## config.mk

```make
export PLATFORM = sky130hd
export DESIGN_NAME = sdzc_cell
export DESIGN_NICKNAME = d
export VERILOG_FILES = /design/src/rtl/sdzc_pkg.sv /design/src/rtl/sdzc_cell.sv
export SDC_FILE = /design/constraint.sdc
export NUM_CORES = 2
export LEC_CHECK = 0
export ABC_AREA = 1
export BUFFER_PORTS_ARGS = -buffer_cell sky130_fd_sc_hd__buf_4
export CORE_MARGIN = 3
export CORE_UTILIZATION = 30
export CTS_CLUSTER_DIAMETER = 80
export CTS_CLUSTER_SIZE = 25
export DETAILED_ROUTE_END_ITERATION = 8
export PLACE_DENSITY = 0.46
export SETUP_SLACK_MARGIN = 0.4
export SYNTH_ARGS = -nofsm -noshare
export SYNTH_HDL_FRONTEND = slang
export SYNTH_SLANG_ARGS = --single-unit
```

## constraint.sdc

```tcl
create_clock -name i_clk -period 10.1 [get_ports i_clk]
set_clock_uncertainty 0.15 [all_clocks]
set_input_delay 1.01 -clock i_clk [delete_from_list [all_inputs] [get_ports i_clk]]
set_output_delay 1.01 -clock i_clk [all_outputs]
set_load 0.005 [all_outputs]
```

## src/rtl/sdzc_pkg.sv

```systemverilog
// ----------------------------------------------------------------------------
// Shower depth correction package
// Shared types, constants and field widths for the depth correction pipeline.
// ----------------------------------------------------------------------------
package sdzc_pkg;

    localparam int unsigned D8          = 99920;
    localparam int unsigned D8_SQ_W     = 34;
    localparam logic [33:0] D8_SQ       = 34'd9984006400;
    localparam logic [22:0] LOG2_1000   = 23'd653118;
    localparam logic [15:0] LN2_Q16     = 16'd45426;
    localparam int          Z_MAX       = 524287;
    localparam int          Z_MIN       = -524288;

    localparam int unsigned SQRT_STEPS  = 18;  // result bits of sqrt(r2), r2 < 2^35
    localparam int unsigned LOG_STEPS   = 16;  // fraction bits of log2
    localparam int unsigned DIV_STEPS   = 17;  // quotient bits of c, c <= 65536

    typedef enum logic [1:0] {
        ST_OK       = 2'd0,
        ST_E_ZERO   = 2'd1,
        ST_X_ZERO   = 2'd2,
        ST_Y_ZERO   = 2'd3
    } t_status;

    typedef enum logic [1:0] {
        REG_ZREF  = 2'd0,
        REG_ZSS   = 2'd1,
        REG_SLOPE = 2'd2
    } t_reg_idx;

    typedef struct packed {
        logic [23:0]        energy_mev;
        logic signed [15:0] pos_x;
        logic signed [15:0] pos_y;
    } t_in_item;

    typedef struct packed {
        logic signed [19:0] depth_z;
        logic [1:0]         status;
    } t_out_item;

    // Data handed from cell to cell along the chain.
    typedef struct packed {
        logic        vld;
        logic [1:0]  status;
        // square root (restoring, one root bit a step)
        logic [35:0] sq_rem;
        logic [35:0] sq_val;
        logic [17:0] sq_res;
        // log2 (squaring, one fraction bit a step)
        logic [30:0] lg_m;
        logic [4:0]  lg_p;
        logic [15:0] lg_frac;
    } t_cell_data;

    // Data for the divider chain.
    typedef struct packed {
        logic        vld;
        logic [1:0]  status;
        logic [17:0] den;
        logic [17:0] rem;
        logic [16:0] quo;
        logic [20:0] lg;
    } t_div_data;

endpackage

```

## src/rtl/sdzc_cell.sv

```systemverilog
// ----------------------------------------------------------------------------
// Shower depth cell
// One step of the square root and one step of the log2 squaring.
// ----------------------------------------------------------------------------
module sdzc_cell #(
    parameter int unsigned STEP = 0
) (
    input  logic                i_clk,
    input  logic                i_rst_n,
    input  sdzc_pkg::t_cell_data i_d,
    output sdzc_pkg::t_cell_data o_d
);
    import sdzc_pkg::*;

    // Fraction bit settled by this cell; cells past the log steps set none.
    localparam int unsigned FRAC_BIT = (STEP < LOG_STEPS) ? LOG_STEPS - 1 - STEP : 0;

    t_cell_data  r_d, n_d;
    logic [35:0] w_bit;
    logic [35:0] w_trial;
    logic [61:0] w_sq;
    logic [31:0] w_m;

    always_comb begin
        n_d = i_d;
        // square root: bit weight 4^(17-STEP)
        w_bit   = 36'd1 << (2 * (SQRT_STEPS - 1 - STEP));
        w_trial = i_d.sq_val + w_bit;
        if (STEP < SQRT_STEPS) begin
            if (i_d.sq_rem >= w_trial) begin
                n_d.sq_rem = i_d.sq_rem - w_trial;
                n_d.sq_val = (i_d.sq_val >> 1) + w_bit;
            end else begin
                n_d.sq_val = i_d.sq_val >> 1;
            end
        end
        // log2: one fraction bit
        w_sq = {31'd0, i_d.lg_m} * {31'd0, i_d.lg_m};
        w_m  = w_sq[61:30];
        if (STEP < LOG_STEPS) begin
            if (w_m[31]) begin
                n_d.lg_m = w_m[31:1];
                n_d.lg_frac[FRAC_BIT] = 1'b1;
            end else begin
                n_d.lg_m = w_m[30:0];
            end
        end
        n_d.sq_res = n_d.sq_val[17:0];
    end

    always_ff @(posedge i_clk) begin
        if (!i_rst_n) begin
            r_d.vld <= 1'b0;
        end else begin
            r_d.vld <= n_d.vld;
        end
        r_d.status  <= n_d.status;
        r_d.sq_rem  <= n_d.sq_rem;
        r_d.sq_val  <= n_d.sq_val;
        r_d.sq_res  <= n_d.sq_res;
        r_d.lg_m    <= n_d.lg_m;
        r_d.lg_p    <= n_d.lg_p;
        r_d.lg_frac <= n_d.lg_frac;
    end

    assign o_d = r_d;

endmodule

```

==> reports/summary.log <==
[sta] worst-margin pin slew 0.946 ns
[critical_path] critical path class in -> reg
[sta] clock period minus final worst setup slack 8.23 ns
[cts] post-cts sizing count 0
[floorplan] height of the die 348 µm
[route] Routed Antenna Nets 0
[global_routing] global routing usage summed across all routing layers 0.174
[worst_hold_path] worst hold path class in -> reg
[critical_path] critical path data arrival time 8.39 ns
[global_routing] number of antenna violations at the first check in global routing 1
[place] IO buf count 273
[sta] RSZ-0062 raised after global routing false
[cts] Clock Root Buffer sky130_fd_sc_hd__clkbuf_16
[synth] Synth area leader sky130_fd_sc_hd__fa_1
[synth] cell types occupying the most area after synthesis sky130_fd_sc_hd__fa_1, sky130_fd_sc_hd__inv_1, sky130_fd_sc_hd__nand2_1
[sta] number of max-slew violations in the final report 0
[cts] total CTS buffers 17
[synth] cell area after technology mapping 0.0351 mm²
[route] DRT Pass-1 Iters 6
[synth] area share of the largest cell type after synthesis 0.426
[sta] number of endpoints failing setup at the final stage 0
[worst_hold_path] startpoint of the tightest hold check path i_d[4]
[floorplan] die width 348 µm
[floorplan] I/O Pins 292
[floorplan] core outline area 0.115 mm²
[sta] Slew HR 0.363
[status] status finished clean
[synth] most used flip-flop cell after synthesis sky130_fd_sc_hd__dfxtp_1
[cts] CTS tree done
[sta] setup TNS after final layout 0 ns
[cts] Setup Fix Bufs, Post-CTS 0
[cts] CTS max path bufs 2
[critical_path] required time of the worst setup path 10.26 ns
[synth] Post-Synthesis Net Count 5779
[route] DR vias 26.9k
[job] number of max-capacitance violations reported 0
[cts] clk sink count 127
[sta] Hold Vio Cnt, Final 0
[critical_path] nature of the critical path endpoint register
[route] total wire length 102000 µm
[synth] EDFF count, synth 0
[cells_and_area] proportion of layout cells with a drive suffix above 1 0.0713
[synth] share of the yosys chip area belonging to registers 0.0723
[global_routing] global-route wire length before repair 165000 µm
[floorplan] number of rows created at floorplan 124
[synth] number of flip-flops and latches in the synthesized netlist 127
[cts] number of H-tree levels 4
[route] DR iter-0 viols 1386
[cts] clock transition at the registers of the reported paths 0.06 ns
[synth] Async SR Flop Fraction 0
[route] post-route DRC violation count 0
[place] Detailed Place HPWL 86200 µm
[cells_and_area] number of nets in the final layout 5946
[route] via/cell ratio 4.29
[critical_path] CP max FO 31
[route] average wire length per cell after detail routing 16.3 µm
[floorplan] effective utilization at floorplan 0.305
[global_routing] maximum number of pins on one net before global-route repair 40
[cells_and_area] max reg flops 127
[critical_path] type of origin of the critical path input port
[cts] CTS Hold Bufs 0
[synth] synthesized instance count 4577
[sta] maximum clock frequency 0.122 GHz
[synth] count of yosys warnings during synthesis 0
[synth] mean area per synthesized cell 7.68 µm²
[global_routing] final global-route overflow total 0
[cells_and_area] layout overhead on the synthesized area 11.2%
[place] global placement routability congestion 0.891
[sta] share of the clock period used by the worst path after layout 0.814
[synth] Unique masters post-synth 40
[floorplan] die area 0.121 mm²
[global_routing] via count of the first global-routing pass 29.4k
[critical_path] start point of the critical path i_d[36]
==> worst max-delay path, cell delays in order <==
cell	delay, ns
sky130_fd_sc_hd__buf_4	0.50
sky130_fd_sc_hd__nand2_1	0.17
sky130_fd_sc_hd__fa_1	0.69
sky130_fd_sc_hd__inv_1	0.09
sky130_fd_sc_hd__fa_1	0.47
sky130_fd_sc_hd__fa_1	0.52
sky130_fd_sc_hd__inv_1	0.06
sky130_fd_sc_hd__fa_1	0.49
sky130_fd_sc_hd__inv_1	0.05
sky130_fd_sc_hd__fa_1	0.57
sky130_fd_sc_hd__fa_1	0.43
sky130_fd_sc_hd__fa_1	0.48
sky130_fd_sc_hd__inv_1	0.05
sky130_fd_sc_hd__fa_1	0.47
sky130_fd_sc_hd__inv_1	0.04
sky130_fd_sc_hd__ha_1	0.34
sky130_fd_sc_hd__nand2_1	0.09
sky130_fd_sc_hd__nand2_1	0.08
sky130_fd_sc_hd__a21oi_1	0.23
sky130_fd_sc_hd__nand2_1	0.08
sky130_fd_sc_hd__nand2_1	0.06
sky130_fd_sc_hd__nand2_1	0.09
sky130_fd_sc_hd__a21oi_1	0.31
sky130_fd_sc_hd__nand2_1	0.11
sky130_fd_sc_hd__nand2_1	0.09
sky130_fd_sc_hd__nand2_2	0.32
sky130_fd_sc_hd__or2_2	0.41
==> layout by cell type, fill, tap and decap left out, types with 2 or more instances in the layout <==
master	n
sky130_fd_sc_hd__nand3_1	102
sky130_fd_sc_hd__nor3_1	16
sky130_fd_sc_hd__or2_2	6
sky130_fd_sc_hd__nand2_2	12
sky130_fd_sc_hd__ha_1	307
sky130_fd_sc_hd__bufinv_16	2
sky130_fd_sc_hd__clkinv_4	2
sky130_fd_sc_hd__o21ai_1	2
sky130_fd_sc_hd__inv_6	4
sky130_fd_sc_hd__dfxtp_1	127
sky130_fd_sc_hd__buf_4	274
sky130_fd_sc_hd__nor2_1	166
sky130_fd_sc_hd__o21bai_1	13
sky130_fd_sc_hd__xnor2_1	19
sky130_fd_sc_hd__o21a_1	3
sky130_fd_sc_hd__a21oi_1	106
sky130_fd_sc_hd__nor2_2	6
sky130_fd_sc_hd__a31oi_1	2
sky130_fd_sc_hd__clkbuf_16	17
sky130_fd_sc_hd__nand2_1	1262
sky130_fd_sc_hd__nor4_1	5
sky130_fd_sc_hd__clkinv_2	2
sky130_fd_sc_hd__a31o_2	2
sky130_fd_sc_hd__xor2_1	35
sky130_fd_sc_hd__nand3b_1	13
sky130_fd_sc_hd__o21ai_0	43
sky130_fd_sc_hd__clkinvlp_4	3
sky130_fd_sc_hd__nand4_1	20
sky130_fd_sc_hd__inv_1	1422
sky130_fd_sc_hd__inv_2	2
sky130_fd_sc_hd__fa_1	748
sky130_fd_sc_hd__a21o_1	2
==> final timing paths <==
kind	to	slack [ns]	cells after the start
hold / removal	o_d[4]	0.53	1
setup / recovery	o_d[15]	1.87	27
==> kinds of logic (layout without fill, tap and decap cells) <==
family / after synthesis / in the layout / share of synthesized area
flops: 127 / 127 / 0.0723
compound gates: 177 / 177 / 0.0271
buf+inv: 1550 / 1730 / 0.169
simple gates: 1614 / 1614 / 0.182
xor+xnor: 54 / 54 / 0.0135
other cells: 0 / 1 / 0
fa+ha+maj: 1055 / 1055 / 0.535
==> metrics by stage <==
stage,hold slack [ns],instance area (µm²),utilization,setup slack (ns),cells
floorplan,0.888,35100,-,2.49,4577
global placement,0.964,38500,0.334,1.41,6237
detailed placement,0.966,38500,0.334,1.37,6237
CTS,0.503,39100,0.339,1.83,6269
global route,0.508,39100,0.339,1.44,6270
finish,0.532,39100,0.339,1.87,6270
==> area by class of cell <==
cell class                      instances  area, µm²
Antenna cell                            1       2.50
Multi-Input combinational cell       2900      26700
Timing Repair Buffer                  274       2060
Clock buffer                           18        439
Fill cell                           12400      76200
Inverter                             1424       5350
Tap cell                             1512       1890
Sequential cell                       127       2540
Clock inverter                         14        156
==> synthesized netlist by cell type, types with 5 or more instances <==
| library cell | n |
|---|---|
| sky130_fd_sc_hd__inv_1 | 1422 |
| sky130_fd_sc_hd__nand2_1 | 1262 |
| sky130_fd_sc_hd__fa_1 | 748 |
| sky130_fd_sc_hd__ha_1 | 307 |
| sky130_fd_sc_hd__nor2_1 | 166 |
| sky130_fd_sc_hd__dfxtp_1 | 127 |
| sky130_fd_sc_hd__a21oi_1 | 106 |
| sky130_fd_sc_hd__nand3_1 | 102 |
| sky130_fd_sc_hd__clkbuf_1 | 84 |
| sky130_fd_sc_hd__o21ai_0 | 43 |
| sky130_fd_sc_hd__xor2_1 | 35 |
| sky130_fd_sc_hd__buf_4 | 24 |
| sky130_fd_sc_hd__nand4_1 | 20 |
| sky130_fd_sc_hd__xnor2_1 | 19 |
| sky130_fd_sc_hd__nor3_1 | 16 |
| sky130_fd_sc_hd__nand3b_1 | 13 |
| sky130_fd_sc_hd__o21bai_1 | 13 |
| sky130_fd_sc_hd__nand2_2 | 12 |
| sky130_fd_sc_hd__buf_1 | 10 |
| sky130_fd_sc_hd__nor2_2 | 6 |
| sky130_fd_sc_hd__or2_2 | 6 |
| sky130_fd_sc_hd__buf_6 | 5 |
| sky130_fd_sc_hd__nor4_1 | 5 |
==> per-layer routing <==
metal | up-vias | track usage | wire (µm)
met3 | 40 | 0.0114 | 2840
li1 | 13300 | - | -
met1 | 13100 | 0.231 | 46100
met2 | 448 | 0.319 | 52600
met5 | - | 0 | 0
met4 | 0 | 0.0192 | 966
Power is left out: the tool's default activity adds up to more than one toggle a clock period on the data nets, which glitch-free logic cannot reach.
