## config.mk

```make
export PLATFORM = sky130hd
export DESIGN_NAME = sdzc_div_cell
export DESIGN_NICKNAME = d
export VERILOG_FILES = /design/src/rtl/sdzc_pkg.sv /design/src/rtl/sdzc_div_cell.sv
export SDC_FILE = /design/constraint.sdc
export NUM_CORES = 1
export LEC_CHECK = 0
export ABC_AREA = 1
export ABC_CLOCK_PERIOD_IN_PS = 1300
export CAP_MARGIN = 40
export CORE_MARGIN = 2
export CORE_UTILIZATION = 40
export CTS_BUF_LIST = sky130_fd_sc_hd__clkbuf_8
export DETAILED_ROUTE_END_ITERATION = 7
export DONT_BUFFER_PORTS = 1
export GPL_ROUTABILITY_DRIVEN = 0
export PLACE_DENSITY = 0.67
export SYNTH_ARGS = -nofsm -noshare
export SYNTH_HDL_FRONTEND = slang
export SYNTH_SLANG_ARGS = --single-unit
```

## constraint.sdc

```tcl
create_clock -name i_clk -period 1.3 [get_ports i_clk]
set_input_delay 0.065 -clock i_clk [delete_from_list [all_inputs] [get_ports i_clk]]
set_output_delay 0.065 -clock i_clk [all_outputs]
set_load 0.005 [all_outputs]
```

## src/rtl/sdzc_pkg.sv

```systemverilog
// ----------------------------------------------------------------------------
// Shower depth correction package
// Shared types, constants and field widths for the depth correction pipeline.
// ----------------------------------------------------------------------------
package sdzc_pkg;

    localparam int unsigned D8          = 99920;
    localparam int unsigned D8_SQ_W     = 34;
    localparam logic [33:0] D8_SQ       = 34'd9984006400;
    localparam logic [22:0] LOG2_1000   = 23'd653118;
    localparam logic [15:0] LN2_Q16     = 16'd45426;
    localparam int          Z_MAX       = 524287;
    localparam int          Z_MIN       = -524288;

    localparam int unsigned SQRT_STEPS  = 18;  // result bits of sqrt(r2), r2 < 2^35
    localparam int unsigned LOG_STEPS   = 16;  // fraction bits of log2
    localparam int unsigned DIV_STEPS   = 17;  // quotient bits of c, c <= 65536

    typedef enum logic [1:0] {
        ST_OK       = 2'd0,
        ST_E_ZERO   = 2'd1,
        ST_X_ZERO   = 2'd2,
        ST_Y_ZERO   = 2'd3
    } t_status;

    typedef enum logic [1:0] {
        REG_ZREF  = 2'd0,
        REG_ZSS   = 2'd1,
        REG_SLOPE = 2'd2
    } t_reg_idx;

    typedef struct packed {
        logic [23:0]        energy_mev;
        logic signed [15:0] pos_x;
        logic signed [15:0] pos_y;
    } t_in_item;

    typedef struct packed {
        logic signed [19:0] depth_z;
        logic [1:0]         status;
    } t_out_item;

    // Data handed from cell to cell along the chain.
    typedef struct packed {
        logic        vld;
        logic [1:0]  status;
        // square root (restoring, one root bit a step)
        logic [35:0] sq_rem;
        logic [35:0] sq_val;
        logic [17:0] sq_res;
        // log2 (squaring, one fraction bit a step)
        logic [30:0] lg_m;
        logic [4:0]  lg_p;
        logic [15:0] lg_frac;
    } t_cell_data;

    // Data for the divider chain.
    typedef struct packed {
        logic        vld;
        logic [1:0]  status;
        logic [17:0] den;
        logic [17:0] rem;
        logic [16:0] quo;
        logic [20:0] lg;
    } t_div_data;

endpackage

```

## src/rtl/sdzc_div_cell.sv

```systemverilog
// ----------------------------------------------------------------------------
// Shower depth divider cell
// One restoring division step of 99920 * 2^16 / s.
// ----------------------------------------------------------------------------
module sdzc_div_cell #(
    parameter int unsigned STEP = 0
) (
    input  logic                 i_clk,
    input  logic                 i_rst_n,
    input  sdzc_pkg::t_div_data  i_d,
    output sdzc_pkg::t_div_data  o_d
);
    import sdzc_pkg::*;

    localparam logic [32:0] NUM = 33'(D8) << 16;

    t_div_data   r_d, n_d;
    logic [18:0] w_try;

    always_comb begin
        n_d   = i_d;
        w_try = {i_d.rem, NUM[DIV_STEPS - 1 - STEP]};
        if (w_try >= {1'b0, i_d.den}) begin
            n_d.rem = 18'(w_try - {1'b0, i_d.den});
            n_d.quo = {i_d.quo[15:0], 1'b1};
        end else begin
            n_d.rem = w_try[17:0];
            n_d.quo = {i_d.quo[15:0], 1'b0};
        end
    end

    always_ff @(posedge i_clk) begin
        if (!i_rst_n) begin
            r_d.vld <= 1'b0;
        end else begin
            r_d.vld <= n_d.vld;
        end
        r_d.status <= n_d.status;
        r_d.den    <= n_d.den;
        r_d.rem    <= n_d.rem;
        r_d.quo    <= n_d.quo;
        r_d.lg     <= n_d.lg;
    end

    assign o_d = r_d;

endmodule

```

==> impl_metrics.csv, run 1 <==
group,metric,value,unit
run_status,status,"complete, but fails checks",
run_status,violations,"negative hold slack",
detailed_routing,wl,8155,um
detailed_routing,drc,0,
cells_and_area,final_nets,586,
cells_and_area,regArea,0.001541,mm2
place,pre_cts_slack,-0.3333,ns
die,start_util,41.70,%
place,place.port_buffers,0,
clocking,clk_pin_slew_worst_paths,0.09,ns
global_route,grt_util_met1,20.68,%
detailed_routing,post_drt_wl_per_cell,13.78,um
global_route,grt_use_met3,6.058,%
die,die_h,91.42,um
synth,ys_ff_latch,77,
timing,rsz0062_at_grt,"false",
detailed_routing,first_pass_iters,4,
synth,yosys_most_used_dff,"dfxtp_1",
timing,hold_slack,-0.003934,ns
critical_path,cp_slowest_cell,"o21ai_1",
critical_path,crit_arrival,1.47,ns
critical_path,crit_top_cell,"nand2_1",
synth,postSynthNetCount,462,
global_route,grt-ovfl-total,0,
die,rows,31,
synth,ys_seq_area_share,50.43,%
cells_and_area,final_layout_size_suffix_gt1_share,20.08,%
clocking,cts_buffers,9,
timing,slew_headroom,76.16,%
detailed_routing,dr.first_iter.drc_count,104,
timing,finalSetupViolCount,0,
critical_path,crit_chain,"inv_1 -> ha_1 -> nand2_1 -> inv_1 -> nand2_1 -> o21ai_1 -> nand2_1 -> nand2_1 -> nand2_1 -> nand3_1 -> nand2_1",
global_route,grt_antenna_before_repair,0,
clocking,cts_tree,"done",
clocking,cts_buffer_depth,2,
cells_and_area,num-fill-cells,637,
critical_path,required,1.55,ns
cells_and_area,antenna_cells,0,
timing,fin_crit_sh,93.97,%
clocking,cts-root-buf,"clkbuf_8",
synth,synthDistinctLibCells,29,
critical_path,start_kind,"primary input",
cells_and_area,multiInputGateArea,0.001479,mm2
timing,setup_slack,0.07839,ns
critical_path,path_class,"primary input to register",
timing,final_max_slew_viol_count,0,
global_route,top_usage_layer,"met2",
global_route,grt_use_total,19.46,%
global_route,grtUsageMet2,36.09,%
synth,synth_cells,364,
global_route,grt_pass1_vias,2693,
detailed_routing,drt.antenna.violating_nets,0,
cells_and_area,final_area,0.004607,mm2
detailed_routing,via_per_inst,4.544,
timing,min_period,1.222,ns
hold_path,hold_path.startpoint,"i_d[38]",
power,p_leak,2.192,nW
run,drv_cap,0,
clocking,clock_sinks,77,
die,core,0.007331,mm2
critical_path,cp_max_fo,4,
timing,hold_violations,1,
cells_and_area,areaGrowthSynthToFinish,50.72,%
die,io_pins,156,
place,dp_hpwl,5839,um
hold_path,hold_class,"primary input to register",
power,ir_worst_vdd,0.0004454,V
synth,synth_area,0.003057,mm2
synth,synth_edf_count,0,
detailed_routing,vias,2690,
critical_path,worstSetupEndpointType,"register",
synth,avgSynthCellArea,8.397,um2
power,power.density,1171,mW/mm2
global_route,grt_pass1_wl,12630,um
global_route,grt_max_degree,19,
clocking,h-tree-depth,3,
timing,max_freq,818.6,MHz
synth,ys_warn_count,0,
synth,synthArstFlopShare,0,%
critical_path,max_stage_delay,0.34,ns
die,dieArea,0.008357,mm2
hold_path,hold_path_depth,3,
timing,worst_pin_slew,0.3552,ns
clocking,cts_resized,0,
hold_path,whs_endpoint,"o_d[39]$_DFF_P_",
place,dpl_cell_area,0.003633,mm2
die,die_w,91.42,um
cells_and_area,largest_register_ffs,77,
==> how the worst max path moves through the flow <==
stage / end / cells past startpoint / from
floorplan: o_d[46]$_DFF_P_ / 13 / i_d[58]
global route: o_d[54]$_DFF_P_ / 11 / i_d[63]
finish: o_d[54]$_DFF_P_ / 11 / i_d[63]
detailed placement: o_d[44]$_DFF_P_ / 9 / i_d[63]
CTS: o_d[44]$_DFF_P_ / 9 / i_d[63]
global placement: o_d[51]$_DFF_P_ / 9 / i_d[63]
==> cell type report <==
class	count	area share, %
repair buffers	117	23.52
clock inverters	7	1.114
inverters	51	4.427
multi-input cells	232	32.10
clock buffers	9	2.689
well taps	99	2.689
flip-flops and latches	77	33.46
==> per-stage QoR <==
| stage | hold WS [ns] | power (mW) | std cells | setup TNS (ns) | utilization [%] |
|---|---|---|---|---|---|
| global route | 0.004461 | 5.700 | 592 | 0 | 62.84 |
| floorplan | 0.09272 | 3.340 | 364 | -0.1872 | - |
| detailed placement | 0.09276 | 3.650 | 497 | -5.622 | 49.56 |
| finish | -0.003934 | 5.396 | 592 | 0 | 62.84 |
| global placement | 0.09276 | 3.638 | 497 | -5.060 | 49.56 |
| CTS | -0.1693 | 5.461 | 589 | 0 | 62.33 |
==> metal layers <==
| layer | vias up | wire [um] |
|---|---|---|
| li1 | 1378 | - |
| met5 | - | 0 |
| met1 | 1196 | 3341 |
| met4 | 0 | 99 |
| met3 | 11 | 533 |
| met2 | 105 | 4180 |
==> cell families after synthesis <==
logic type | Yosys count | synth area share (%)
fa+ha+maj | 19 | 8.023
flops | 77 | 50.43
simple gates | 191 | 28.33
xor+xnor | 9 | 2.579
compound gates | 13 | 3.111
buf+inv | 55 | 7.532
==> worst max-delay path, delay by kind of cell <==
kind / cells / cell delay [ns]
AOI/OAI and AO/OA: 1 / 0.34
adders and majority gates: 1 / 0.33
buffers and inverters: 2 / 0.11
and+or+nand+nor: 7 / 0.63
==> cell usage after synthesis (2+ instances only) <==
cell type | n | area (um2)
nor3_1 | 4 | 20.02
nand3b_1 | 7 | 52.55
a21oi_1 | 7 | 35.03
dfxtp_1 | 77 | 1541
xor2_1 | 8 | 70.07
nand2_2 | 7 | 43.79
nand2_1 | 110 | 412.9
nor2_1 | 18 | 67.56
inv_1 | 49 | 183.9
nand3_1 | 36 | 180.2
nand3_2 | 2 | 20.02
nor2_2 | 2 | 12.51
a21oi_2 | 3 | 26.28
ha_1 | 18 | 225.2
inv_2 | 2 | 7.510
==> where the power goes <==
part	switching [mW]	leakage [nW]	internal, mW
logic	0.515	1.46	0.595
clock network	0.906	0.0797	0.698
registers	0.114	0.650	2.57
==> cell usage in the layout (no fill, tap or decap), drive strengths merged <==
cell type    Yosys  layout
nor3             4       4
dlygate4sd3      0      77
inv             51      54
o21ai            1       1
buf              4      40
nand4            2       2
clkbuf           0       9
nand2          118     118
ha              18      18
o21bai           1       1
dfxtp           77      77
a31oi            1       1
fa               1       1
a21oi           10      10
nand3           38      38
xnor2            1       1
nor2            21      21
xor2             8       8
nand3b           7       7
clkinvlp         0       4
or2              1       1
==> what timing repair did <==
action | in CTS | in global routing
hold buffers | 76 | 1
endpoints found under the hold margin | 76 | 1
buffers inserted | 0 | 2
setup endpoints to repair | 0 | 17
(Power assumes the default switching activity.)
==> run 2: changes to the inputs <==
--- a/config.mk
+++ b/config.mk
@@ -9,12 +9,12 @@
 export ABC_CLOCK_PERIOD_IN_PS = 1300
 export CAP_MARGIN = 40
 export CORE_MARGIN = 2
-export CORE_UTILIZATION = 40
+export CORE_UTILIZATION = 54
 export CTS_BUF_LIST = sky130_fd_sc_hd__clkbuf_8
 export DETAILED_ROUTE_END_ITERATION = 7
 export DONT_BUFFER_PORTS = 1
 export GPL_ROUTABILITY_DRIVEN = 0
-export PLACE_DENSITY = 0.67
+export PLACE_DENSITY = 0.83
 export SYNTH_ARGS = -nofsm -noshare
 export SYNTH_HDL_FRONTEND = slang
 export SYNTH_SLANG_ARGS = --single-unit
==> run 2 against run 1 <==
Net effect: the flow finishes with violations (design-rule violations, negative hold slack, negative setup slack); sequential share of layout area fell by 0.80 points; sequential cell count did not move; setup slack worse by 0.25 ns; die area shrank 25%; global-route usage is 17 points higher.
==> impl_metrics.csv, run 2 (synthesis gave the netlist of run 1 again) <==
group,metric,value,unit
die,die_w,79.24,um
timing,finalSetupViolCount,17,
detailed_routing,wl,14200,um
cells_and_area,largest_register_ffs,77,
hold_path,hold_path.startpoint,"i_d[38]",
power,power.density,1280,mW/mm2
detailed_routing,dr.first_iter.drc_count,640,
hold_path,whs_endpoint,"o_d[39]$_DFF_P_",
critical_path,worstSetupEndpointType,"register",
die,io_pins,156,
detailed_routing,post_drt_wl_per_cell,24.95,um
die,dieArea,0.006278,mm2
cells_and_area,areaGrowthSynthToFinish,54.40,%
timing,slew_headroom,75.46,%
detailed_routing,first_pass_iters,8,
detailed_routing,via_per_inst,6.267,
cells_and_area,antenna_cells,0,
timing,fin_crit_sh,113.1,%
global_route,grt_use_total,36.69,%
clocking,cts-root-buf,"clkbuf_8",
place,place.port_buffers,0,
timing,min_period,1.470,ns
clocking,cts_buffers,9,
timing,rsz0062_at_grt,"true",
clocking,clock_sinks,77,
place,dp_hpwl,5805,um
detailed_routing,drc,4,
global_route,grt-ovfl-total,0,
cells_and_area,fin_util,86.24,%
die,die_h,79.24,um
detailed_routing,vias,3566,
cells_and_area,layout_commonest_cell,"nand2_1",
global_route,grt_pass1_vias,3207,
die,start_util,55.85,%
run_status,violations,"design-rule violations, negative hold slack, negative setup slack",
clocking,clk_pin_slew_worst_paths,0.08,ns
timing,hold_violations,1,
die,core,0.005473,mm2
global_route,grt_pass1_wl,17150,um
power,ir_worst_vdd,0.001239,V
clocking,cts_buffer_depth,2,
timing,setup_slack,-0.1702,ns
timing,max_freq,680.2,MHz
critical_path,required,1.60,ns
timing,hold_slack,-0.008571,ns
power,p_leak,2.232,nW
global_route,grt_antenna_before_repair,0,
hold_path,hold_path_depth,3,
cells_and_area,final_nets,590,
run_status,status,"complete, but fails checks",
timing,tns,-1.801,ns
critical_path,crit_arrival,1.77,ns
die,rows,27,
hold_path,hold_class,"primary input to register",
timing,final_max_slew_viol_count,0,
run,drv_cap,0,
clocking,h-tree-depth,3,
critical_path,start_kind,"primary input",
global_route,grt_max_degree,19,
detailed_routing,drt.antenna.violating_nets,0,
cells_and_area,final_layout_size_suffix_gt1_share,22.94,%
critical_path,path_class,"primary input to register",
cells_and_area,mostFrequentLayoutCells,"105 x nand2_1, 77 x dlygate4sd3_1, 77 x dfxtp_1, 48 x inv_1, 40 x buf_4",
timing,worst_pin_slew,0.3654,ns
clocking,cts_tree,"done",
critical_path,cp_max_fo,10,
==> run 2: per-layer routing <==
metal | track usage (%) | vias to the layer above | share of wire (%)
li1 | - | 1392 | -
met1 | 41.30 | 1555 | 32
met3 | 11.93 | 152 | 15
met2 | 62.80 | 467 | 44
met5 | 0 | - | 0
met4 | 17.07 | 0 | 8.7
==> run 2: cell type report <==
class                      count  area, um2
clock inverter                 7      73.82
sequential                    77       1541
multi-input combinational    233       1564
inverter                      51      203.9
timing repair buffer         120       1122
tap                           72      90.09
fill                         223      753.2
clock buffer                   9      123.9
==> run 2: repair_timing <==
item	4_1_cts	5_1_grt
hold buffers	76	1
buffers inserted	0	7
gates resized for setup	0	17
setup endpoints to repair	0	18
endpoints found under the hold margin	76	1
==> run 2: worst max-delay path: stages <==
cell and delay, ns:
inv_1 0.07, ha_4 0.32, nand2_1 0.10, inv_1 0.14, nand2_1 0.16, nor2_4 0.21
nand3_2 0.13, nand4_4 0.19, buf_6 0.18, nand2_1 0.08, nand2_1 0.10
==> run 2: metrics by stage <==
stage | instance area, um2 | std cells | power, mW | setup slack (ns) | hold slack, ns
finish | 4720 | 569 | 6.039 | -0.1702 | -0.008571
CTS | 4543 | 560 | 5.605 | 0.01007 | -0.1624
detailed placement | 3585 | 468 | 3.647 | -0.3665 | 0.09275
floorplan | 3273 | 364 | 3.340 | -0.01899 | 0.09272
global route | 4720 | 569 | 6.185 | -0.1553 | 0.009709
global placement | 3585 | 468 | 3.617 | -0.2810 | 0.09276
==> run 2: report_power, final <==
group	switching (mW)	internal, mW
Sequential	0.137	2.57
Combinational	0.775	0.653
Clock	1.01	0.894
Total	1.92	4.12
==> run 2: how the worst max path moves through the flow <==
stage                  from              end  slack (ns)  cells past startpoint
finish              i_d[64]  o_d[45]$_DFF_P_       -0.17                     11
global route        i_d[66]  o_d[48]$_DFF_P_       -0.16                     11
CTS                 i_d[63]  o_d[51]$_DFF_P_        0.01                      9
detailed placement  i_d[63]  o_d[51]$_DFF_P_       -0.37                      9
global placement    i_d[63]  o_d[54]$_DFF_P_       -0.28                      9
floorplan           i_d[58]  o_d[46]$_DFF_P_       -0.02                     13
